<file path="src/rtl/iq2_pkg.sv">
// Package for the IQ2_XXS codebook dequantizer: beat structs, level ROM,
// and float helpers. No dependencies.
package iq2_pkg;

    typedef struct packed {
        logic [15:0] block_scale_half;
        logic [31:0] index_word;
        logic [31:0] sign_scale_word;
        logic        final_group;
    } t_in_beat;

    typedef struct packed {
        logic [31:0] value_0;
        logic [31:0] value_1;
        logic [31:0] value_2;
        logic [31:0] value_3;
        logic [31:0] value_4;
        logic [31:0] value_5;
        logic [31:0] value_6;
        logic [31:0] value_7;
        logic [1:0]  subgroup;
        logic        last_of_group;
        logic        end_of_stream;
    } t_out_beat;

    localparam logic [31:0] F32_QNAN = 32'h7FC0_0000;
    localparam logic [31:0] F32_INF  = 32'h7F80_0000;

    function automatic logic [15:0] level_rom(input logic [7:0] a);
        logic [15:0] t [256];
        t = '{
            16'd0,16'd2,16'd5,16'd8,16'd10,16'd17,16'd20,16'd32,16'd34,16'd40,16'd42,
            16'd65,16'd68,16'd80,16'd88,16'd97,16'd100,16'd128,16'd130,16'd138,16'd162,
            16'd257,16'd260,16'd272,16'd277,16'd320,16'd388,16'd408,16'd512,16'd514,
            16'd546,16'd642,16'd1025,16'd1028,16'd1040,16'd1057,16'd1060,16'd1088,
            16'd1090,16'd1096,16'd1120,16'd1153,16'd1156,16'd1168,16'd1188,16'd1280,
            16'd1282,16'd1288,16'd1312,16'd1350,16'd1385,16'd1408,16'd1425,16'd1545,
            16'd1552,16'd1600,16'd1668,16'd1700,16'd2048,16'd2053,16'd2056,16'd2068,
            16'd2088,16'd2113,16'd2116,16'd2128,16'd2130,16'd2184,16'd2308,16'd2368,
            16'd2562,16'd2580,16'd4097,16'd4100,16'd4112,16'd4129,16'd4160,16'd4192,
            16'd4228,16'd4240,16'd4245,16'd4352,16'd4360,16'd4384,16'd4432,16'd4442,
            16'd4480,16'd4644,16'd4677,16'd5120,16'd5128,16'd5152,16'd5157,16'd5193,
            16'd5248,16'd5400,16'd5474,16'd5632,16'd5654,16'd6145,16'd6148,16'd6160,
            16'd6208,16'd6273,16'd6400,16'd6405,16'd6560,16'd6737,16'd8192,16'd8194,
            16'd8202,16'd8260,16'd8289,16'd8320,16'd8322,16'd8489,16'd8520,16'd8704,
            16'd8706,16'd9217,16'd9220,16'd9232,16'd9280,16'd9302,16'd9472,16'd9537,
            16'd9572,16'd9872,16'd10248,16'd10272,16'd10388,16'd10820,16'd16385,
            16'd16388,16'd16400,16'd16408,16'd16417,16'd16420,16'd16448,16'd16456,
            16'd16470,16'd16480,16'd16513,16'd16516,16'd16528,16'd16640,16'd16672,
            16'd16737,16'd16768,16'd16773,16'd16897,16'd16912,16'd16968,16'd16982,
            16'd17000,16'd17408,16'd17416,16'd17440,16'd17536,16'd17561,16'd17682,
            16'd17700,16'd17920,16'd18433,16'd18436,16'd18448,16'd18496,16'd18501,
            16'd18688,16'd18776,16'd18785,16'd18818,16'd19013,16'd19088,16'd20480,
            16'd20488,16'd20497,16'd20505,16'd20512,16'd20608,16'd20616,16'd20740,
            16'd20802,16'd20900,16'd21137,16'd21648,16'd21650,16'd21770,16'd22017,
            16'd22100,16'd22528,16'd22545,16'd22553,16'd22628,16'd22848,16'd23048,
            16'd24580,16'd24592,16'd24640,16'd24680,16'd24832,16'd24917,16'd25112,
            16'd25184,16'd25600,16'd25605,16'd25872,16'd25874,16'd25988,16'd26690,
            16'd32768,16'd32770,16'd32778,16'd32833,16'd32898,16'd33028,16'd33048,
            16'd33088,16'd33297,16'd33793,16'd33796,16'd33808,16'd33813,16'd33856,
            16'd33888,16'd34048,16'd34118,16'd34196,16'd34313,16'd34368,16'd34400,
            16'd34818,16'd35076,16'd35345,16'd36868,16'd36880,16'd36900,16'd36928,
            16'd37025,16'd37142,16'd37248,16'd37445,16'd37888,16'd37922,16'd37956,
            16'd38225,16'd39041,16'd39200,16'd40962,16'd41040,16'd41093,16'd41225,
            16'd41472,16'd42008,16'd43088,16'd43268
        };
        return t[a];
    endfunction

endpackage

</file>
<file path="src/rtl/iq2xxs_codebook_dequantizer_core.sv">
// Top level of the IQ2_XXS codebook dequantizer: input register, scale
// pipeline, subgroup sequencer, eight lanes and output register.
// The result beats of a group come out one per cycle.
// A new group may start before the last group's results are all out.
// Reset (synchronous, active low) clears all valid and sequencer state.
// Results are strobed for one cycle; the receiver cannot stall them.
module iq2xxs_codebook_dequantizer_core (
    input  logic              i_clk,
    input  logic              i_rst_n,
    input  logic              start,
    output logic              busy,
    input  iq2_pkg::t_in_beat i_item,
    output logic              o_strobe,
    output iq2_pkg::t_out_beat o_result
);
    logic [1:0]  r_cnt;
    logic        r_act;
    logic        accept;
    iq2_pkg::t_in_beat r_q0, r_q1;
    logic        s_valid, s_sign, s_zero, s_inf, s_nan;
    logic [8:0]  s_exp;
    logic [15:0] s_mant;
    logic [1:0]  r_sub;
    logic        r_run;
    logic [15:0] entry;
    logic [7:0]  signs;
    logic [6:0]  code;
    logic [31:0] lane_bits [8];
    iq2_pkg::t_out_beat n_res, r_res;
    logic        r_str;

    assign accept = start && !busy;
    assign busy   = r_act;

    always_ff @(posedge i_clk) begin
        if (!i_rst_n) begin
            r_act <= 1'b0;
            r_cnt <= 2'd0;
        end else if (accept) begin
            r_act <= 1'b1;
            r_cnt <= 2'd0;
        end else if (r_act) begin
            r_cnt <= r_cnt + 2'd1;
            if (r_cnt == 2'd2) begin
                r_act <= 1'b0;
            end
        end
        if (accept) begin
            r_q0 <= i_item;
        end
        r_q1 <= r_q0;
    end

    iq2_scale u_scale (
        .i_clk   (i_clk),
        .i_rst_n (i_rst_n),
        .i_valid (accept),
        .i_half  (i_item.block_scale_half),
        .i_gscale(i_item.sign_scale_word[31:28]),
        .o_valid (s_valid),
        .o_sign  (s_sign),
        .o_zero  (s_zero),
        .o_inf   (s_inf),
        .o_nan   (s_nan),
        .o_exp   (s_exp),
        .o_mant  (s_mant)
    );

    logic        r_hs, r_hz, r_hi, r_hn;
    logic [8:0]  r_he;
    logic [15:0] r_hm;
    logic [31:0] r_idx, r_sgn;
    logic        r_fin;

    always_ff @(posedge i_clk) begin
        if (!i_rst_n) begin
            r_run <= 1'b0;
            r_sub <= 2'd0;
        end else if (s_valid) begin
            r_run <= 1'b1;
            r_sub <= 2'd0;
        end else if (r_run) begin
            r_sub <= r_sub + 2'd1;
            if (r_sub == 2'd3) begin
                r_run <= 1'b0;
            end
        end
        if (s_valid) begin
            r_hs  <= s_sign;
            r_hz  <= s_zero;
            r_hi  <= s_inf;
            r_hn  <= s_nan;
            r_he  <= s_exp;
            r_hm  <= s_mant;
            r_idx <= r_q1.index_word;
            r_sgn <= r_q1.sign_scale_word;
            r_fin <= r_q1.final_group;
        end
    end

    always_comb begin
        entry = iq2_pkg::level_rom(r_idx[8*r_sub +: 8]);
        code  = r_sgn[7*r_sub +: 7];
        signs = {^code, code};
    end

    for (genvar j = 0; j < 8; j++) begin : g_lane
        iq2_lane u_lane (
            .i_sign(r_hs),
            .i_zero(r_hz),
            .i_inf (r_hi),
            .i_nan (r_hn),
            .i_exp (r_he),
            .i_mant(r_hm),
            .i_lvl (entry[2*j +: 2]),
            .i_neg (signs[j]),
            .o_bits(lane_bits[j])
        );
    end

    always_comb begin
        n_res.value_0 = lane_bits[0];
        n_res.value_1 = lane_bits[1];
        n_res.value_2 = lane_bits[2];
        n_res.value_3 = lane_bits[3];
        n_res.value_4 = lane_bits[4];
        n_res.value_5 = lane_bits[5];
        n_res.value_6 = lane_bits[6];
        n_res.value_7 = lane_bits[7];
        n_res.subgroup = r_sub;
        n_res.last_of_group = (r_sub == 2'd3);
        n_res.end_of_stream = (r_sub == 2'd3) && r_fin;
    end

    always_ff @(posedge i_clk) begin
        if (!i_rst_n) begin
            r_str <= 1'b0;
        end else begin
            r_str <= r_run;
        end
        r_res <= n_res;
    end

    assign o_strobe = r_str;
    assign o_result = r_res;

    a_busy_after_accept: assert property (@(posedge i_clk) disable iff (!i_rst_n)
        accept |=> busy) else $error("busy not raised after accept");
    a_run_follows_scale: assert property (@(posedge i_clk) disable iff (!i_rst_n)
        s_valid |=> r_run && r_sub == 2'd0) else $error("sequencer did not start");
    a_last_on_three: assert property (@(posedge i_clk) disable iff (!i_rst_n)
        o_strobe && o_result.last_of_group |-> o_result.subgroup == 2'd3)
        else $error("last flag off subgroup three");
    a_no_overlap: assert property (@(posedge i_clk) disable iff (!i_rst_n)
        s_valid |-> !r_run || r_sub == 2'd3) else $error("groups overlap");
endmodule

</file>
<file path="src/rtl/iq2_scale.sv">
// Scale stage: turns the half scale into a normalized f32 significand and
// exponent, then multiplies by 2*s+1. No package dependencies.
module iq2_scale (
    input  logic        i_clk,
    input  logic        i_rst_n,
    input  logic        i_valid,
    input  logic [15:0] i_half,
    input  logic [3:0]  i_gscale,
    output logic        o_valid,
    output logic        o_sign,
    output logic        o_zero,
    output logic        o_inf,
    output logic        o_nan,
    output logic [8:0]  o_exp,
    output logic [15:0] o_mant
);
    logic        r_v1, r_v2;
    logic        r_s1, r_z1, r_i1, r_n1, r_s2, r_z2, r_i2, r_n2;
    logic [8:0]  r_e1, r_e2;
    logic [10:0] r_m1;
    logic [4:0]  r_k1;
    logic [15:0] r_p2;
    logic [10:0] n_m1;
    logic [8:0]  n_e1;
    logic [4:0]  ex;
    logic [9:0]  man;
    logic [3:0]  lz;

    assign ex  = i_half[14:10];
    assign man = i_half[9:0];

    always_comb begin
        lz = 4'd0;
        for (int b = 9; b >= 0; b--) begin
            if (man[b] && lz == 4'd0 && (man >> (b + 1)) == 10'd0) begin
                lz = 4'(10 - b);
            end
        end
        if (ex == 5'd0) begin
            n_m1 = {1'b0, man} << lz;
            n_e1 = 9'd113 - 9'(lz);
        end else begin
            n_m1 = {1'b1, man};
            n_e1 = 9'(ex) + 9'd112;
        end
    end

    always_ff @(posedge i_clk) begin
        if (!i_rst_n) begin
            r_v1 <= 1'b0;
            r_v2 <= 1'b0;
        end else begin
            r_v1 <= i_valid;
            r_v2 <= r_v1;
        end
        r_s1 <= i_half[15];
        r_z1 <= (ex == 5'd0) && (man == 10'd0);
        r_i1 <= (ex == 5'd31) && (man == 10'd0);
        r_n1 <= (ex == 5'd31) && (man != 10'd0);
        r_m1 <= n_m1;
        r_e1 <= n_e1;
        r_k1 <= {i_gscale, 1'b1};
        r_s2 <= r_s1;
        r_z2 <= r_z1;
        r_i2 <= r_i1;
        r_n2 <= r_n1;
        r_e2 <= r_e1;
        r_p2 <= 16'(r_m1) * 16'(r_k1);
    end

    assign o_valid = r_v2;
    assign o_sign  = r_s2;
    assign o_zero  = r_z2;
    assign o_inf   = r_i2;
    assign o_nan   = r_n2;
    assign o_exp   = r_e2;
    assign o_mant  = r_p2;
endmodule

</file>
<file path="src/rtl/iq2_lane.sv">
// One weight lane: multiplies the scaled significand by 2l+1, normalizes,
// and packs f32 bits. Depends on iq2_pkg.
module iq2_lane (
    input  logic        i_sign,
    input  logic        i_zero,
    input  logic        i_inf,
    input  logic        i_nan,
    input  logic [8:0]  i_exp,
    input  logic [15:0] i_mant,
    input  logic [1:0]  i_lvl,
    input  logic        i_neg,
    output logic [31:0] o_bits
);
    logic [18:0] prod;
    logic [4:0]  top;
    logic        s;
    logic [8:0]  e;
    logic [22:0] frac;

    always_comb begin
        prod = 19'(i_mant) * 19'({i_lvl, 1'b1});
        top  = 5'd0;
        for (int b = 0; b < 19; b++) begin
            if (prod[b]) begin
                top = 5'(b);
            end
        end
        s = i_sign ^ i_neg;
        e = i_exp + 9'(top) - 9'd10;
        frac = 23'((42'(prod) << (23 - top)));
        if (i_nan) begin
            o_bits = iq2_pkg::F32_QNAN;
        end else if (i_inf) begin
            o_bits = {s, iq2_pkg::F32_INF[30:0]};
        end else if (i_zero) begin
            o_bits = {s, 31'd0};
        end else begin
            o_bits = {s, e[7:0], frac};
        end
    end
endmodule
</file>
<file path="config.mk">
export PLATFORM = sky130hd
export DESIGN_NAME = iq2xxs_codebook_dequantizer_core
export DESIGN_NICKNAME = d
export VERILOG_FILES = /design/src/rtl/iq2_pkg.sv /design/src/rtl/iq2xxs_codebook_dequantizer_core.sv /design/src/rtl/iq2_scale.sv /design/src/rtl/iq2_lane.sv
export SDC_FILE = /design/constraint.sdc
export NUM_CORES = 2
export LEC_CHECK = 0
export BUFFER_PORTS_ARGS = -buffer_cell sky130_fd_sc_hd__buf_2
export CAP_MARGIN = 20
export CORE_MARGIN = 1.5
export CORE_UTILIZATION = 60
export CTS_CLUSTER_SIZE = 14
export DETAILED_ROUTE_END_ITERATION = 7
export PLACE_DENSITY = 0.8
export SYNTH_ARGS = -nofsm -noshare
export SYNTH_HDL_FRONTEND = slang
export SYNTH_SLANG_ARGS = --single-unit
</file>
<file path="constraint.sdc">
create_clock -name i_clk -period 19.75 [get_ports i_clk]
set_clock_uncertainty 0.2 [all_clocks]
set_input_delay 1.975 -clock i_clk [delete_from_list [all_inputs] [get_ports i_clk]]
set_output_delay 1.975 -clock i_clk [all_outputs]
set_load 0.01 [all_outputs]
</file>
==> impl_metrics.env <==
export IMPL_critPathCaptureType="flip-flop"
export IMPL_synth_most_common_cell="nand2_1"
export IMPL_setup_viol=0
export IMPL_cp_data_arrival_time_ns=11.27
export IMPL_cts_root_buf="clkbuf_16"
export IMPL_synthCells=5051
export IMPL_grtUsageTotal_pct=34.4
export IMPL_r2r_end="o_result[80]$_SDFF_PP0_"
export IMPL_tightest_slew_ns=1.12
export IMPL_p_leak_nw=21.0
export IMPL_min_from="u_scale.r_e1[0]$_DFF_P_"
export IMPL_dp_hpwl_um=96400
export IMPL_cap_violations=0
export IMPL_synth_seq_cells=532
export IMPL_antenna_found_initial=5
export IMPL_cts_repair_resized=0
export IMPL_critPathMaxFanout=54
export IMPL_core_um2=70500
export IMPL_clk_pin_slew_ns=0.06
export IMPL_cpLargestDelayFamily="simple AND/OR/NAND/NOR gates"
export IMPL_ys_seq_area_share_pct=28.2
export IMPL_grt_use_met1_pct=44.4
export IMPL_synth_area_leaders="dfxtp_1, edfxtp_1, ha_1"
export IMPL_dieArea_um2=73300
export IMPL_cts_buffer_depth=3
export IMPL_synth_area_um2=43000
export IMPL_hold_path_endpoint="u_scale.o_exp[0]$_DFF_P_"
export IMPL_cts_sinks=532
export IMPL_whs_ns=0.126
export IMPL_synth_top_area_share_pct=17.8
export IMPL_whs_path_depth=0
export IMPL_setup_tns_final_ns=0
export IMPL_num_vias=40260
export IMPL_dr_pass1_iters=7
export IMPL_fin_crit_ns=10.96
export IMPL_yosys_area_top_type="dfxtp_1"
export IMPL_power_total_mw=6.97
export IMPL_async_flop_share_pct=0
export IMPL_gp_routability_congestion=1.00
export IMPL_use_met2_pct=56.9
export IMPL_max_slew_margin_pct=25.3
export IMPL_clock_latency_ns=0.65
export IMPL_cts_hold_buf=0
export IMPL_top_usage_layer="met2"
export IMPL_critPathMostFrequentCell="buf_4"
export IMPL_min_period_over_period_pct=55.5
export IMPL_grt_ovfl_total=0
export IMPL_r2r_start="r_sub[0]$_SDFFE_PP0P_"
export IMPL_dieWidth_um=271
export IMPL_viasPerCell=6.46
export IMPL_final_nets=5760
export IMPL_io_pins=346
export IMPL_antenna_left=0
export IMPL_synth_edf_count=149
export IMPL_place_ws_ns=9.22
export IMPL_synth_common_cells="nand2_1, inv_1, dfxtp_1"
export IMPL_finalHoldViolCount=0
export IMPL_dp_cells=6129
export IMPL_synth_avg_cell_area_um2=8.51
export IMPL_numCtsBuffers=54
export IMPL_fmax_ghz=0.0913
export IMPL_finalInstanceArea_um2=47300
export IMPL_rsz0062_at_grt="no"
export IMPL_route_detailed_drc=0
export IMPL_initial_core_util_pct=61.0
export IMPL_wl_per_cell_um=21.0
export IMPL_post_cts_setup_buffers=0
export IMPL_ys_types=129
export IMPL_dieHeight_um=271
export IMPL_totalWireLength_um=131000
export IMPL_portBuffers=345
export IMPL_dpl_cell_area_um2=45300
export IMPL_critPathMaxStageDelay_ns=0.77
export IMPL_peakVddDrop_uv=117
export IMPL_reg2reg_depth=31
export IMPL_grt_max_degree=66
export IMPL_r2r_setup_slack_ns=8.79
export IMPL_synthToLayoutAreaGrowth_pct=9.87
export IMPL_synth_nets=5564
export IMPL_grt_pass1_vias=38146
export IMPL_cts_max_level=2
export IMPL_grt_pass1_wl_um=205000
export IMPL_yosysWarnings=0
export IMPL_cts_tree="yes"
export IMPL_cp_slowest_cell="nor4_1"
export IMPL_p_per_area_nw_per_um2=147
export IMPL_critPathBufInv=7
export IMPL_drive_above_1_share_pct=13.4
export IMPL_stdcell_count=6236
export IMPL_met3_usage_pct=5.46
export IMPL_worst_slack_ns=8.79
export IMPL_path_depth=31
export IMPL_critical_path_required_ns=20.06
export IMPL_hold_class="flip-flop to flip-flop"
export IMPL_drt_iter0_markers=4541
export IMPL_status="complete, no violations"
export IMPL_rows=97
export IMPL_startpoint_type="flip-flop"
export IMPL_synth_main_ff_cell="dfxtp_1"
export IMPL_final_core_util_pct=67.0
export IMPL_critical_path_class="flip-flop to flip-flop"
export IMPL_slew_violations=0
==> registers in the layout, indices dropped and copies added (netlist names), 2 cells and up <==
name / count
u_scale.r_e1: 7
r_idx: 32
r_he: 7
r_hm: 16
r_cnt: 2
r_q1: 61
u_scale.o_exp: 7
u_scale.r_m1: 11
r_sgn: 28
o_result: 260
r_q0: 61
u_scale.r_k1: 4
r_sub: 2
u_scale.o_mant: 16
==> worst max path at each step <==
stage	startpoint	to	slack [ns]
after floorplan	r_sub[0]$_SDFFE_PP0P_	o_result[258]$_SDFF_PP1_	10.95
after global placement	r_sub[0]$_SDFFE_PP0P_	o_result[80]$_SDFF_PP0_	9.19
after detailed placement	r_sub[1]$_SDFFE_PP0P_	o_result[258]$_SDFF_PP1_	9.22
after CTS	r_sub[1]$_SDFFE_PP0P_	o_result[258]$_SDFF_PP1_	9.10
after global routing	r_sub[1]$_SDFFE_PP0P_	o_result[119]$_SDFF_PP0_	8.14
final	r_sub[0]$_SDFFE_PP0P_	o_result[80]$_SDFF_PP0_	8.79
==> where the power goes <==
group	switching (mW)	leakage (nW)	internal, mW
clock	0.451	0.917	0.634
sequential	0.0645	4.56	1.34
combinational	2.81	15.5	1.67
total	3.33	21.0	3.64
==> metal layers <==
layer	part of all wire, %	vias up
met5	0.015	-
met4	4.8	2
met3	9.2	429
met2	46	2149
met1	40	19087
li1	-	18593
==> kinds of logic (layout without fill, tap and decap cells) <==
logic type	count (synthesis)	count (layout)	share of synthesized area [%]
simple gates	1552	1552	17.2
compound gates	1430	1430	23.2
other cells	0	3	0
flops	532	532	28.2
buf+inv	696	938	6.43
xor+xnor	162	162	3.37
mux	250	250	6.44
fa+ha+maj	429	429	15.2
==> layout by cell type (no fill, tap or decap), types with 66 or more instances in the layout <==
master    count
nor2_1      363
inv_1       406
xnor2_1      93
ha_1        274
mux2i_1     180
and2_1      121
nand3_1      90
o21ai_0     276
fa_1        155
buf_4        66
a21oi_1     286
nand2_1     531
nor3_1      133
a21o_1       78
buf_2       346
edfxtp_1    149
dfxtp_1     382
==> final cells by class <==
| class | instances | area (um2) |
|---|---|---|
| repair buffers | 413 | 2240 |
| clock inverters | 32 | 473 |
| flip-flops and latches | 532 | 12100 |
| multi-input cells | 3823 | 28200 |
| fillers | 5798 | 23300 |
| clock buffers | 70 | 1450 |
| diodes | 3 | 7.51 |
| inverters | 423 | 1590 |
| well taps | 940 | 1180 |
Power figures use the tool's default switching activity.
